--- config.mk ---
export PLATFORM = sky130hd
export DESIGN_NAME = text_to_integer_parser_unit
export DESIGN_NICKNAME = d
export VERILOG_FILES = /design/src/design/ttip_pkg.sv /design/src/design/ttip_scan.sv /design/src/design/ttip_out.sv /design/src/design/text_to_integer_parser_unit.sv
export SDC_FILE = /design/constraint.sdc
export NUM_CORES = 1
export LEC_CHECK = 0
export ABC_CLOCK_PERIOD_IN_PS = 5200
export BUFFER_PORTS_ARGS = -buffer_cell sky130_fd_sc_hd__buf_4
export CAP_MARGIN = 20
export CORE_MARGIN = 4
export CORE_UTILIZATION = 41
export DETAILED_ROUTE_END_ITERATION = 8
export SYNTH_ARGS = -nofsm -noshare
export SYNTH_HDL_FRONTEND = slang
export SYNTH_HIERARCHICAL = 1
export SYNTH_SLANG_ARGS = --single-unit
--- constraint.sdc ---
create_clock -name clk -period 5.2 [get_ports clk]
set_input_delay 1.04 -clock clk [delete_from_list [all_inputs] [get_ports clk]]
set_output_delay 1.04 -clock clk [all_outputs]
set_load 0.01 [all_outputs]
--- src/design/ttip_pkg.sv ---
package ttip_pkg;

  localparam int CharW = 16;
  localparam int ValW  = 64;

  // number format register codes
  localparam logic [1:0] FMT_HEX      = 2'd0;
  localparam logic [1:0] FMT_SIGNED   = 2'd1;
  localparam logic [1:0] FMT_UNSIGNED = 2'd2;

  localparam logic [CharW-1:0] CH_SPACE = 16'h0020;
  localparam logic [CharW-1:0] CH_TAB   = 16'h0009;
  localparam logic [CharW-1:0] CH_CR    = 16'h000D;
  localparam logic [CharW-1:0] CH_PLUS  = 16'h002B;
  localparam logic [CharW-1:0] CH_MINUS = 16'h002D;
  localparam logic [CharW-1:0] CH_0     = 16'h0030;
  localparam logic [CharW-1:0] CH_9     = 16'h0039;
  localparam logic [CharW-1:0] CH_UA    = 16'h0041;
  localparam logic [CharW-1:0] CH_UF    = 16'h0046;
  localparam logic [CharW-1:0] CH_LA    = 16'h0061;
  localparam logic [CharW-1:0] CH_LF    = 16'h0066;
  localparam logic [CharW-1:0] CH_UX    = 16'h0058;
  localparam logic [CharW-1:0] CH_LX    = 16'h0078;

  typedef enum logic [2:0] {
    PH_LEAD,
    PH_ZERO,
    PH_BODY,
    PH_TRAIL,
    PH_ERROR
  } phase_t;

  typedef struct packed {
    logic [ValW-1:0] acc;
    logic            minus;
    logic            ok;
  } result_t;

endpackage

--- src/design/ttip_scan.sv ---
module ttip_scan (
  input  logic                         clk,
  input  logic                         rst,
  input  logic                         step,
  input  logic [ttip_pkg::CharW-1:0]   char_in,
  input  logic                         last,
  input  logic [1:0]                   fmt,
  output logic                         res_load,
  output ttip_pkg::result_t            res
);
  import ttip_pkg::*;

  phase_t          phase, phase_next;
  logic [ValW-1:0] acc, acc_next;
  logic            minus_seen, minus_next;
  logic            digit_seen, digit_next;

  logic            hex, sgn, blank, is_dig, is_x, is_sign, ovf;
  logic [3:0]      dval;
  logic [ValW-1:0] acc_dig;
  phase_t          ph_dig;

  always_comb begin
    hex     = (fmt == FMT_HEX);
    sgn     = (fmt == FMT_SIGNED);
    blank   = (char_in == CH_SPACE) || (char_in inside {[CH_TAB:CH_CR]});
    is_sign = sgn && ((char_in == CH_PLUS) || (char_in == CH_MINUS));
    is_x    = hex && ((char_in == CH_LX) || (char_in == CH_UX));
    is_dig  = 1'b0;
    dval    = char_in[3:0];
    if (char_in inside {[CH_0:CH_9]}) begin
      is_dig = 1'b1;
    end else if (hex && ((char_in inside {[CH_UA:CH_UF]}) ||
                         (char_in inside {[CH_LA:CH_LF]}))) begin
      is_dig = 1'b1;
      dval   = 4'(char_in[3:0] + 4'd9);
    end
    // hex digit that would push bits past the top is an error
    ovf = hex && (acc[ValW-1:ValW-4] != 4'd0);
    if (hex) begin
      acc_dig = {acc[ValW-5:0], dval};
    end else begin
      acc_dig = (acc << 3) + (acc << 1) + ValW'(dval);
    end
    ph_dig = ovf ? PH_ERROR : PH_BODY;
  end

  // next phase
  always_comb begin
    phase_next = phase;
    case (phase)
      PH_LEAD: begin
        if (blank) phase_next = PH_LEAD;
        else if (is_sign) phase_next = PH_BODY;
        else if (is_dig) phase_next = (hex && dval == 4'd0) ? PH_ZERO : PH_BODY;
        else phase_next = PH_ERROR;
      end
      PH_ZERO, PH_BODY: begin
        if (phase == PH_ZERO && is_x) phase_next = PH_BODY;
        else if (blank) phase_next = PH_TRAIL;
        else if (is_dig) phase_next = ph_dig;
        else phase_next = PH_ERROR;
      end
      PH_TRAIL: begin
        if (!blank) phase_next = PH_ERROR;
      end
      default: phase_next = PH_ERROR;
    endcase
  end

  // datapath updates
  always_comb begin
    acc_next   = acc;
    minus_next = minus_seen;
    digit_next = digit_seen;
    case (phase)
      PH_LEAD: begin
        if (!blank && is_sign) begin
          minus_next = (char_in == CH_MINUS);
        end else if (!blank && is_dig) begin
          acc_next   = acc_dig;
          digit_next = 1'b1;
        end
      end
      PH_ZERO, PH_BODY: begin
        if (phase == PH_ZERO && is_x) begin
          acc_next   = '0;
          digit_next = 1'b0;
        end else if (!blank && is_dig && !ovf) begin
          acc_next   = acc_dig;
          digit_next = 1'b1;
        end
      end
      default: ;
    endcase
  end

  always_comb begin
    res_load  = step && last;
    res.acc   = acc_next;
    res.minus = minus_next;
    res.ok    = digit_next && (phase_next == PH_ZERO || phase_next == PH_BODY ||
                               phase_next == PH_TRAIL);
  end

  always_ff @(posedge clk) begin
    if (rst) begin
      phase      <= PH_LEAD;
      acc        <= '0;
      minus_seen <= 1'b0;
      digit_seen <= 1'b0;
    end else if (step) begin
      if (last) begin
        phase      <= PH_LEAD;
        acc        <= '0;
        minus_seen <= 1'b0;
        digit_seen <= 1'b0;
      end else begin
        phase      <= phase_next;
        acc        <= acc_next;
        minus_seen <= minus_next;
        digit_seen <= digit_next;
      end
    end
  end

  a_clear_after_last: assert property (@(posedge clk) disable iff (rst)
    step && last |=> phase == PH_LEAD && acc == '0 && !minus_seen && !digit_seen)
    else $error("scan state not cleared after last word");

  a_zero_phase: assert property (@(posedge clk) disable iff (rst)
    phase == PH_ZERO |-> acc == '0 && digit_seen)
    else $error("lone zero phase with nonzero value");

  a_sign_after_lead: assert property (@(posedge clk) disable iff (rst)
    minus_seen |-> phase != PH_LEAD)
    else $error("minus flag set while still in leading blanks");

endmodule

--- src/design/ttip_out.sv ---
module ttip_out (
  input  logic                         clk,
  input  logic                         rst,
  input  logic                         res_load,
  input  ttip_pkg::result_t            res_in,
  output logic                         m_tvalid,
  input  logic                         m_tready,
  output logic [ttip_pkg::ValW-1:0]    m_tdata,
  output logic                         m_tuser
);
  import ttip_pkg::*;

  result_t res;

  always_ff @(posedge clk) begin
    if (rst) begin
      m_tvalid <= 1'b0;
    end else if (res_load) begin
      m_tvalid <= 1'b1;
    end else if (m_tready) begin
      m_tvalid <= 1'b0;
    end
  end

  always_ff @(posedge clk) begin
    if (res_load) begin
      res <= res_in;
    end
  end

  // two's complement on a minus sign, zero when malformed
  always_comb begin
    if (!res.ok) begin
      m_tdata = '0;
    end else if (res.minus) begin
      m_tdata = (~res.acc) + ValW'(1);
    end else begin
      m_tdata = res.acc;
    end
    m_tuser = res.ok;
  end

endmodule

--- src/design/text_to_integer_parser_unit.sv ---
// channel | dir | tdata                  | tuser     | tlast
// s_*     | in  | [15:0] text_char       | -         | end_of_text
// m_*     | out | [63:0] parsed_value    | parse_ok  | -
// cfg_*   | in  | [1:0] number_format    | -         | -
//
// one word accepted per cycle, except while a last word waits for the result register
// m_tvalid rises when a last word moves from the input register into the result register
// rst is synchronous: format goes to hex, scan goes to leading blanks
// a stall on m_tready holds a last word; earlier words flow, later words wait
module text_to_integer_parser_unit (
  input  logic                         clk,
  input  logic                         rst,
  input  logic                         s_tvalid,
  output logic                         s_tready,
  input  logic [ttip_pkg::CharW-1:0]   s_tdata,   // [15:0] text_char
  input  logic                         s_tlast,
  output logic                         m_tvalid,
  input  logic                         m_tready,
  output logic [ttip_pkg::ValW-1:0]    m_tdata,   // [63:0] parsed_value
  output logic                         m_tuser,   // [0] parse_ok
  input  logic                         cfg_we,
  input  logic [1:0]                   cfg_wdata
);
  import ttip_pkg::*;

  logic [1:0]       fmt;
  logic             in_valid;
  logic [CharW-1:0] in_char;
  logic             in_last;
  logic             in_adv, res_free, res_load;
  result_t          res;

  always_ff @(posedge clk) begin
    if (rst) begin
      fmt <= FMT_HEX;
    end else if (cfg_we) begin
      fmt <= cfg_wdata;
    end
  end

  // a last word needs the result register free to move on
  assign res_free = !m_tvalid || m_tready;
  assign in_adv   = in_valid && (!in_last || res_free);
  assign s_tready = !in_valid || in_adv;

  always_ff @(posedge clk) begin
    if (rst) begin
      in_valid <= 1'b0;
    end else if (s_tready) begin
      in_valid <= s_tvalid;
    end
  end

  always_ff @(posedge clk) begin
    if (s_tready && s_tvalid) begin
      in_char <= s_tdata;
      in_last <= s_tlast;
    end
  end

  ttip_scan u_scan (
    .clk      (clk),
    .rst      (rst),
    .step     (in_adv),
    .char_in  (in_char),
    .last     (in_last),
    .fmt      (fmt),
    .res_load (res_load),
    .res      (res)
  );

  ttip_out u_out (
    .clk      (clk),
    .rst      (rst),
    .res_load (res_load),
    .res_in   (res),
    .m_tvalid (m_tvalid),
    .m_tready (m_tready),
    .m_tdata  (m_tdata),
    .m_tuser  (m_tuser)
  );

endmodule

==> results of run 1 <==
==> where the power goes <==
group | leakage [uW] | switching, uW | total [uW] | internal, uW
logic | 0.00437 | 122 | 184 | 62.3
clock network | 0.000303 | 582 | 1320 | 742
registers | 0.00142 | 20.0 | 1330 | 1310
total | 0.00609 | 724 | 2840 | 2120
==> logic make-up after synthesis <==
group,after synthesis
AO/OA/AOI/OAI,521
XOR/XNOR,119
adder cells (fa/ha/maj),129
buffers and inverters,114
flip-flops,156
multiplexers,11
AND/OR/NAND/NOR,538
==> state kept, by name, summed over array words and instances, names as in the netlist <==
name and count:
u_scan/phase 3, u_out/m_tvalid 1, u_out/m_tuser 1, in_valid 1, fmt 2, u_scan/digit_seen 1, u_scan/minus_seen 1, in_last 1
in_char 16, u_scan/acc 64, u_out/res 65
==> layer usage <==
metal | GRT usage (%) | wire length [microns] | up-vias
met3 | 3.37 | 2320 | 45
met4 | 6.61 | 775 | 0
met2 | 35.3 | 17900 | 410
li1 | - | - | 6007
met5 | 0 | 0 | -
met1 | 30.4 | 18900 | 5815
==> metrics by stage <==
| step | worst slack (ns) | TNS (ns) | cell area, sq um |
|---|---|---|---|
| floorplan | 0.376 | 0 | 13300 |
| global placement | 0.0880 | 0 | 14500 |
| detailed placement | -0.0243 | -0.0243 | 14500 |
| CTS | 0.00741 | 0 | 15100 |
| global route | -0.0105 | -0.0105 | 15200 |
| finish | 0.258 | 0 | 15200 |
==> final cells by class <==
class / count / area (sq um) / area share, %
clock inverter: 14 / 173 / 1.13
tap: 435 / 544 / 3.58
inverter: 27 / 101 / 0.666
clock buffer: 18 / 439 / 2.89
timing repair buffer: 131 / 983 / 6.46
sequential: 156 / 3950 / 26.0
multi-input combinational: 1318 / 9020 / 59.3
==> cell usage in the layout (no fill, tap or decap), types with 13 or more instances in the layout <==
cell type  instances
nand2_1          176
o21ai_0          168
buf_4            131
ha_1             125
a21oi_1          116
xnor2_1          100
edfxtp_1          83
nor2_1            82
dfxtp_1           73
and2_1            69
a22oi_1           35
a21o_1            32
nor3_1            28
inv_1             24
or3_1             24
nor2b_1           23
nand3_1           22
nand4_1           22
o31ai_1           22
xor2_1            19
o21bai_1          19
a22o_1            18
clkbuf_16         17
o21a_1            16
nand2b_1          14
or4_1             13
nor4_1            13
o41ai_1           13
a32oi_1           13
==> worst paths after layout <==
kind / startpoint / to / slack (ns) / cells after the start
max: in_char[0] / u_scan/acc[56] / 0.26 / 22
min reg2reg: u_scan/digit_seen / u_scan/digit_seen / 0.52 / 2
min: u_scan/digit_seen / u_scan/digit_seen / 0.52 / 2
max reg2reg: in_char[0] / u_scan/acc[56] / 0.26 / 22
==> critical path, stage by stage (launching register included) <==
cell and delay [ns]:
edfxtp_1 0.43, inv_2 0.11, ha_4 0.14, or3b_2 0.43
nand4b_1 0.14, nor2_1 0.08, nand2_1 0.08, xor2_1 0.20
inv_1 0.08, ha_1 0.29, ha_2 0.18, inv_1 0.06
fa_2 0.39, nor2b_4 0.15, o31a_1 0.25, o31ai_4 0.08
a21boi_2 0.20, o31ai_2 0.12, o31a_4 0.38, o31ai_4 0.28
a41oi_2 0.19, or4_1 0.56, nand3_1 0.08
==> timing repair <==
action | 4_1_cts | 5_1_grt
setup endpoints to repair | 4 | 36
setup buffers | 0 | 5
pin swaps | 1 | 12
hold endpoints to repair | 0 | 0
gates resized for setup | 2 | 25
==> results.py, run 1 <==
metrics = {
    "pwr": {
        "power_per_cell_area_mw_per_mm2": 187,
        "total_power_uw": 2840,
        "p_leak_uw": 0.00609,
        "ir_drop_mv": 0.138,
    },
    "clock_tree": {
        "clockBufferDepth": 2,
        "holdBufCountCts": 0,
        "cts.sinks": 156,
        "cts.clk_slew.worst_paths_ns": 0.07,
        "cts_buffers": 17,
        "clock_latency_ns": 0.44,
        "htree_levels": 4,
        "cts_root_buffer": "clkbuf_16",
        "tritoncts": "done",
    },
    "finish": {
        "final_layout_size_suffix_gt1_share_pct": 13.5,
        "n_fill_cell": 3083,
        "stdcell_count": 2099,
        "area.growth.synth_to_final_pct": 14.3,
        "post-route-util_pct": 47.8,
        "nNetsFinal": 1804,
        "num_antenna_cells": 0,
    },
    "global_routing": {
        "grt_max_degree": 68,
        "grt_first_pass_wirelength_microns": 63300,
        "grt_util_all_layers_pct": 21.9,
        "grt_pass1_vias": 11700,
        "antenna_found_initial": 0,
        "overflow": 0,
    },
    "yosys": {
        "avgSynthCellArea_sq_um": 8.38,
        "async_flop_share_pct": 0,
        "synth_edf_count": 83,
        "synthCells": 1588,
        "synthSimpleGateAreaFrac_pct": 21.1,
        "yosysTopAreaCellShare_pct": 18.7,
        "yosysWarningCount": 6,
        "synth_top_cell_by_area": "edfxtp_1",
        "synth_top_family_by_area": "compound AO/OA/AOI/OAI gates",
        "synthXorXnorAreaFrac_pct": 7.83,
        "synthesis.nets": 1741,
        "synth_seq_cells": 156,
        "synth.area.mux_share_pct": 0.837,
        "synthTopCellsByArea": "edfxtp_1 (19%), ha_1 (12%), dfxtp_1 (11%)",
        "yosysUniqueCellTypes": 86,
        "yosysMostFrequentCell": "nand2_1",
        "ys_seq_area_share_pct": 29.7,
        "synth_fa_ha_area_share_pct": 12.2,
        "synth_compound_area_share_pct": 25.0,
        "synth_flop_cell": "edfxtp_1",
        "synth_area_sq_mm": 0.0133,
        "ys_top_cells_by_count": "nand2_1 (176), o21ai_0 (171), ha_1 (128)",
    },
    "detailed_routing": {
        "routedWlPerCell_microns": 19.0,
        "drtIter0Drc": 1007,
        "vias": 12300,
        "route.detailed.drc": 0,
        "drt_pre_antenna_iters": 6,
        "vias_per_cell": 5.85,
        "ant_nets": 0,
        "routed_wl_microns": 39900,
    },
    "worst_setup_path": {
        "crit_path_max_fanout": 4,
        "worst-setup-path-type": "flip-flop to flip-flop",
        "endpoint_kind": "flip-flop",
        "critPathRequiredTime_ns": 5.58,
        "crit_arrival_ns": 5.32,
        "crit_path_start_kind": "flip-flop",
    },
    "placement": {
        "numPortBuffers": 90,
        "gp_congestion": 0.911,
        "dp.cells": 2063,
        "place.detailed.hpwl_microns": 29600,
    },
    "floorplan": {
        "die_h_microns": 188,
        "core_area_sq_mm": 0.0318,
        "die_area_sq_mm": 0.0354,
        "die_w_microns": 188,
        "start_util_pct": 41.9,
        "row_count": 65,
        "num_io_pins": 91,
    },
    "sta": {
        "max-slew-margin-rel_pct": 34.0,
        "hold_ws_ns": 0.523,
        "final_hold_viol_count": 0,
        "layout_min_cycle_time_ns": 4.94,
        "worstMarginPinSlew_ns": 0.986,
        "min_period_over_period_pct": 95.0,
        "fmax_ghz": 0.202,
        "slew_violations": 0,
        "setup_viol": 0,
        "fin_worst_skew_ns": 0.00889,
    },
    "run_status": {
        "outcome": "finished, final reports clean",
    },
    "hold_path": {
        "hold_class": "flip-flop to flip-flop",
    },
    "flow_run": {
        "maxCapViolCount": 0,
    },
}
Power figures use the tool's default switching activity.
==> run 2: changes to the inputs <==
--- a/config.mk
+++ b/config.mk
@@ -8,7 +8,7 @@
 export ABC_CLOCK_PERIOD_IN_PS = 5200
 export BUFFER_PORTS_ARGS = -buffer_cell sky130_fd_sc_hd__buf_4
 export CAP_MARGIN = 20
-export CORE_MARGIN = 4
+export CORE_MARGIN = 1.5
 export CORE_UTILIZATION = 41
 export DETAILED_ROUTE_END_ITERATION = 8
 export SYNTH_ARGS = -nofsm -noshare
==> results.py, run 2 (synthesis gave the netlist of run 1 again) <==
metrics = {
    "run_status": {
        "outcome": "finished, final reports clean",
    },
    "detailed_routing": {
        "routed_wl_microns": 39800,
        "drtIter0Drc": 1201,
        "routedWlPerCell_microns": 19.3,
        "vias_per_cell": 5.92,
        "drt_pre_antenna_iters": 5,
        "vias": 12200,
        "ant_nets": 0,
        "route.detailed.drc": 0,
    },
    "sta": {
        "fin_ws_ns": 0.205,
        "setup_viol": 0,
        "fin_worst_skew_ns": 0.0109,
        "layout_min_cycle_time_ns": 4.99,
        "setup_tns_ns": 0,
        "max-slew-margin-rel_pct": 23.9,
        "worstMarginPinSlew_ns": 1.14,
        "fmax_ghz": 0.200,
        "slew_violations": 0,
        "final_hold_viol_count": 0,
        "min_period_over_period_pct": 96.1,
    },
    "finish": {
        "largest_reg_flops": 65,
        "largest_register": "u_out/res",
        "final_layout_size_suffix_gt1_share_pct": 12.5,
        "stdcell_count": 2064,
        "regArea_sq_mm": 0.00395,
        "layout_common_cells": "nand2_1 (176), o21ai_0 (167), buf_4 (128), ha_1 (128), a21oi_1 (117)",
        "nNetsFinal": 1801,
        "final_common_cell": "nand2_1",
        "n_fill_cell": 3053,
        "top_regs": "u_out/res (65), u_scan/acc (64), in_char (16)",
        "area.growth.synth_to_final_pct": 13.0,
        "multi_input_area_sq_mm": 0.00896,
    },
    "pwr": {
        "combPwrFrac_pct": 6.7,
        "p_seq_share_pct": 48.7,
        "internal-power_uw": 2050,
        "power_per_cell_area_mw_per_mm2": 182,
        "total_power_uw": 2730,
        "ir_drop_mv": 0.132,
        "p_leak_uw": 0.00603,
        "p_clk_share_pct": 44.6,
        "switchingPower_uw": 687,
        "switching_share_pct": 25.1,
    },
    "worst_setup_path": {
        "crit_path_max_fanout": 5,
        "slowest_delay_ns": 0.54,
        "critical_path.top_delay_family": "compound AO/OA/AOI/OAI gates",
        "endpoint_kind": "flip-flop",
        "timing.rr.start": "in_char[0]",
        "crit_arrival_ns": 5.17,
        "crit_buf_inv": 3,
        "path_cells": "inv_1 -> ha_1 -> or3b_2 -> nand4b_1 -> nor2_1 -> buf_4 -> nor2_1 -> xnor2_1 -> inv_1 -> ha_1 -> a21oi_1 -> nand4b_1 -> a21oi_1 -> nor3_1 -> o21bai_1 -> a31oi_1 -> o21ba_2 -> xnor2_1 -> nand2_1 -> o21ai_0",
        "worst-setup-path-type": "flip-flop to flip-flop",
        "r2r_setup_slack_ns": 0.21,
        "critPathRequiredTime_ns": 5.37,
        "rr_worst_depth": 20,
        "crit_path_start_kind": "flip-flop",
        "cp_slowest_cell": "a31oi_1",
        "r2r-end": "u_out/res[51]",
    },
    "clock_tree": {
        "htree_levels": 4,
        "holdBufCountCts": 0,
        "cts_root_buffer": "clkbuf_16",
        "cts_buffers": 17,
        "tritoncts": "done",
        "clock_latency_ns": 0.44,
        "cts.sinks": 156,
        "cts.clk_slew.worst_paths_ns": 0.07,
        "clockBufferDepth": 2,
    },
    "hold_path": {
        "hold_end": "u_scan/acc[25]",
        "hold_class": "flip-flop to flip-flop",
        "min-delay-start": "u_scan/acc[25]",
        "hold_path_depth": 2,
    },
    "floorplan": {
        "die_w_microns": 183,
        "row_count": 65,
        "die_h_microns": 183,
        "die_area_sq_mm": 0.0336,
        "num_io_pins": 91,
        "core_area_sq_mm": 0.0317,
        "start_util_pct": 42.0,
    },
    "global_routing": {
        "grt_first_pass_wirelength_microns": 63100,
        "grt_pass1_vias": 11600,
        "grt_util_all_layers_pct": 23.7,
        "antenna_found_initial": 0,
        "overflow": 0,
        "grt_max_degree": 66,
    },
    "placement": {
        "dpl_worst_slack_ns": -0.0167,
        "numPortBuffers": 90,
        "gp_congestion": 0.938,
        "place.detailed.hpwl_microns": 29500,
        "dp.cells": 2029,
    },
    "flow_run": {
        "maxCapViolCount": 0,
    },
}
==> run 2: changes by cell type in the layout (fill, tap and decap cells not counted), sizes merged <==
cell / change
buf: -3
bufinv: -1
clkbuf: +1
clkinv: +3
clkinvlp: +3
diode: +1
inv: -6
==> run 2: power groups by stage <==
stage | clock network, uW | logic, uW | registers, uW
2_1_floorplan | 0 | 111 | 1350
4_1_cts | 1230 | 180 | 1330
6_report | 1220 | 182 | 1330
5_1_grt | 1280 | 198 | 1330
3_5_place_dp | 0 | 180 | 1360
3_3_place_gp | 0 | 178 | 1360
==> run 2: through the flow <==
step                cell area, sq um  util, %  hold WS, ns
finish                         15000     47.4        0.532
global route                   15000     47.4        0.555
CTS                            15000     47.2        0.531
detailed placement             14400     45.5        0.512
global placement               14400     45.5        0.505
floorplan                      13300        -        0.460
==> run 2: cell type report <==
class                      instances  share of cell area (%)
clock inverter                    13                   0.782
multi-input combinational       1318                    59.6
timing repair buffer             128                    6.39
antenna                            1                  0.0166
tap                              402                    3.34
sequential                       156                    26.3
clock buffer                      19                    2.95
inverter                          27                   0.674
==> run 2: tightest hold or removal path, cell delays in order, from the launching register on <==
cell and delay (ns):
dfxtp_1 0.35, nand2_1 0.06, o21ai_0 0.06
==> run 2: what timing repair did <==
item	CTS	global route
setup endpoints to repair	5	18
pin swaps	0	5
setup buffers	0	2
gates resized for setup	3	11
==> run 2: worst max-delay path by stage <==
| stage | slack [ns] | end | cells past startpoint | startpoint |
|---|---|---|---|---|
| final | 0.21 | u_out/res[51] | 20 | in_char[0] |
| after global routing | -0.0004 | u_out/res[40] | 24 | in_char[0] |
| after CTS | 0.01 | u_out/res[64] | 21 | in_char[7] |
| after detailed placement | -0.02 | u_out/res[64] | 21 | in_char[7] |
| after global placement | 0.09 | u_out/res[64] | 21 | in_char[7] |
| after floorplan | 0.38 | u_out/res[64] | 22 | in_char[0] |
==> run 2: metal layers <==
metal	up-vias	routed length (microns)	track usage, %
met4	0	867	7.74
met3	61	2490	2.86
met5	-	0	0
met2	425	17600	38.0
met1	5718	18800	33.2
li1	6013	-	-
==> run 3: changes to the inputs <==
--- a/config.mk
+++ b/config.mk
@@ -5,6 +5,7 @@
 export SDC_FILE = /design/constraint.sdc
 export NUM_CORES = 1
 export LEC_CHECK = 0
+export ABC_AREA = 1
 export ABC_CLOCK_PERIOD_IN_PS = 5200
 export BUFFER_PORTS_ARGS = -buffer_cell sky130_fd_sc_hd__buf_4
 export CAP_MARGIN = 20
==> results.py, run 3 <==
metrics = {
    "sta": {
        "setup_tns_ns": 0,
        "setup_viol": 0,
        "slew_violations": 0,
        "min_period_over_period_pct": 85.6,
        "rsz0062_at_grt": "false",
        "final_hold_viol_count": 0,
        "fmax_ghz": 0.225,
        "layout_min_cycle_time_ns": 4.45,
        "worstMarginPinSlew_ns": 1.04,
        "fin_worst_skew_ns": 0.0130,
        "max-slew-margin-rel_pct": 30.5,
    },
    "placement": {
        "numPortBuffers": 90,
        "dp.cells": 3337,
        "gp_congestion": 0.984,
        "place.detailed.hpwl_microns": 48200,
    },
    "detailed_routing": {
        "drtIter0Drc": 1685,
        "ant_nets": 0,
        "routedWlPerCell_microns": 18.2,
        "vias": 17800,
        "route.detailed.drc": 0,
        "vias_per_cell": 5.29,
        "routed_wl_microns": 61400,
        "drt_pre_antenna_iters": 6,
    },
    "yosys": {
        "yosysUniqueCellTypes": 57,
        "synthCells": 2781,
        "synth_edf_count": 83,
        "ys_top_cells_by_count": "nand2_1 (1052), inv_1 (392), nor2_1 (318)",
        "avgSynthCellArea_sq_um": 5.91,
        "synthTopCellsByArea": "nand2_1 (24%), edfxtp_1 (15%), ha_1 (9.8%)",
        "synth_area_sq_mm": 0.0164,
        "synth_flop_cell": "edfxtp_1",
        "ys_seq_area_share_pct": 24.1,
        "yosysTopAreaCellShare_pct": 24.0,
        "yosysMostFrequentCell": "nand2_1",
        "synthesis.nets": 2934,
        "async_flop_share_pct": 0,
        "yosysWarningCount": 6,
        "synth_seq_cells": 156,
        "synth_top_cell_by_area": "nand2_1",
    },
    "floorplan": {
        "start_util_pct": 41.4,
        "die_h_microns": 203,
        "die_w_microns": 203,
        "num_io_pins": 91,
        "row_count": 73,
        "die_area_sq_mm": 0.0413,
        "core_area_sq_mm": 0.0396,
    },
    "clock_tree": {
        "cts_root_buffer": "clkbuf_16",
        "cts.sinks": 156,
        "cts_buffers": 17,
        "holdBufCountCts": 0,
        "tritoncts": "done",
        "postCtsSetupBuffers": 0,
        "clock_latency_ns": 0.46,
        "htree_levels": 4,
        "cts_resized": 0,
        "cts.clk_slew.worst_paths_ns": 0.06,
        "clockBufferDepth": 2,
    },
    "worst_setup_path": {
        "worst-setup-path-type": "flip-flop to flip-flop",
        "crit_path_start_kind": "flip-flop",
        "critPathRequiredTime_ns": 5.50,
        "cp_slowest_cell": "edfxtp_1",
        "critical_path.top_delay_family": "simple AND/OR/NAND/NOR gates",
        "crit_arrival_ns": 4.75,
        "critical_path.most_common_cell": "nand2_1",
        "slowest_delay_ns": 0.43,
        "crit_path_max_fanout": 7,
        "endpoint_kind": "flip-flop",
        "crit_buf_inv": 3,
    },
    "finish": {
        "top_regs": "u_out/res (65), u_scan/acc (64), in_char (16)",
        "stdcell_count": 3370,
        "layout_common_cells": "nand2_1 (1052), inv_1 (391), nor2_1 (317)",
        "area.growth.synth_to_final_pct": 10.3,
        "final_layout_size_suffix_gt1_share_pct": 7.14,
        "largest_reg_flops": 65,
        "n_fill_cell": 4334,
        "regArea_sq_mm": 0.00395,
        "multi_input_area_sq_mm": 0.0106,
        "nNetsFinal": 2984,
        "largest_register": "u_out/res",
        "final_common_cell": "nand2_1",
    },
    "global_routing": {
        "grt_util_all_layers_pct": 29.9,
        "grt_max_degree": 74,
        "grt_pass1_vias": 16600,
        "grt_first_pass_wirelength_microns": 94400,
        "antenna_found_initial": 0,
        "overflow": 0,
    },
    "flow_run": {
        "maxCapViolCount": 0,
    },
    "pwr": {
        "power_per_cell_area_mw_per_mm2": 163,
        "p_leak_uw": 0.00923,
        "ir_drop_mv": 0.208,
    },
    "run_status": {
        "outcome": "finished, final reports clean",
    },
    "hold_path": {
        "hold_class": "flip-flop to flip-flop",
    },
}
run 3: cell types whose count changed after synthesis, moves of 35 or more:
cell	delta
nand2_1	+876
inv_1	+366
nor2_1	+235
nand3_1	+102
xnor2_1	-90
a21oi_1	+76
and2_1	-66
o21ai_0	-62
a22oi_1	-35
run 3: worst paths after layout:
check / start / to / slack, ns / cells past startpoint
setup / recovery: in_char[0] / u_scan/acc[62] / 0.75 / 30
hold / removal: u_scan/minus_seen / u_scan/minus_seen / 0.48 / 2
setup reg to reg: in_char[0] / u_scan/acc[62] / 0.75 / 30
hold reg to reg: u_scan/minus_seen / u_scan/minus_seen / 0.48 / 2
run 3: layout make-up:
class,count,area share (%)
tap,525,3.63
multi-input combinational,2153,58.8
antenna,1,0.0138
clock buffer,21,2.43
inverter,401,8.34
timing repair buffer,102,4.30
sequential,156,21.8
clock inverter,11,0.670
run 3: logic make-up (layout without fill, tap and decap cells):
kind of cell	Yosys count	after routing	share of synthesized area, %
buffers and inverters	472	535	11.2
AOI/OAI and AO/OA	378	378	12.7
and+or+nand+nor	1618	1618	40.7
xor gates and xnor gates	28	28	1.49
DFF	156	156	24.1
other	0	1	0
adders and majority gates	129	129	9.87
run 3: metrics by stage:
stage	instance area [sq um]	hold WS, ns	worst slack [ns]	power (uW)	utilization, %
2_1_floorplan	16400	0.445	1.56	1580	-
3_3_place_gp	17500	0.457	0.973	1730	44.3
3_5_place_dp	17500	0.468	0.843	1730	44.3
4_1_cts	18100	0.478	0.816	2970	45.7
5_1_grt	18100	0.504	0.334	3050	45.7
6_report	18100	0.476	0.747	2950	45.7
run 3: layer usage:
metal,vias up,part of all wire [%],global-route usage (%)
met5,-,0,0
met4,0,3.1,10.5
met3,108,7.2,3.79
met2,747,44,47.6
met1,8056,46,41.5
li1,8929,-,-
run 3: power by group:
group	switching, uW	internal (uW)
Sequential	33.8	1320
Clock	533	703
Combinational	252	108
Total	820	2130
run 3: worst reg2reg max path: cells and delay by family, from the launching register on:
family	cells	cell delay, ns
simple gates	21	2.15
fa+ha+maj	4	1.16
flops	1	0.43
buf+inv	3	0.28
compound gates	2	0.26
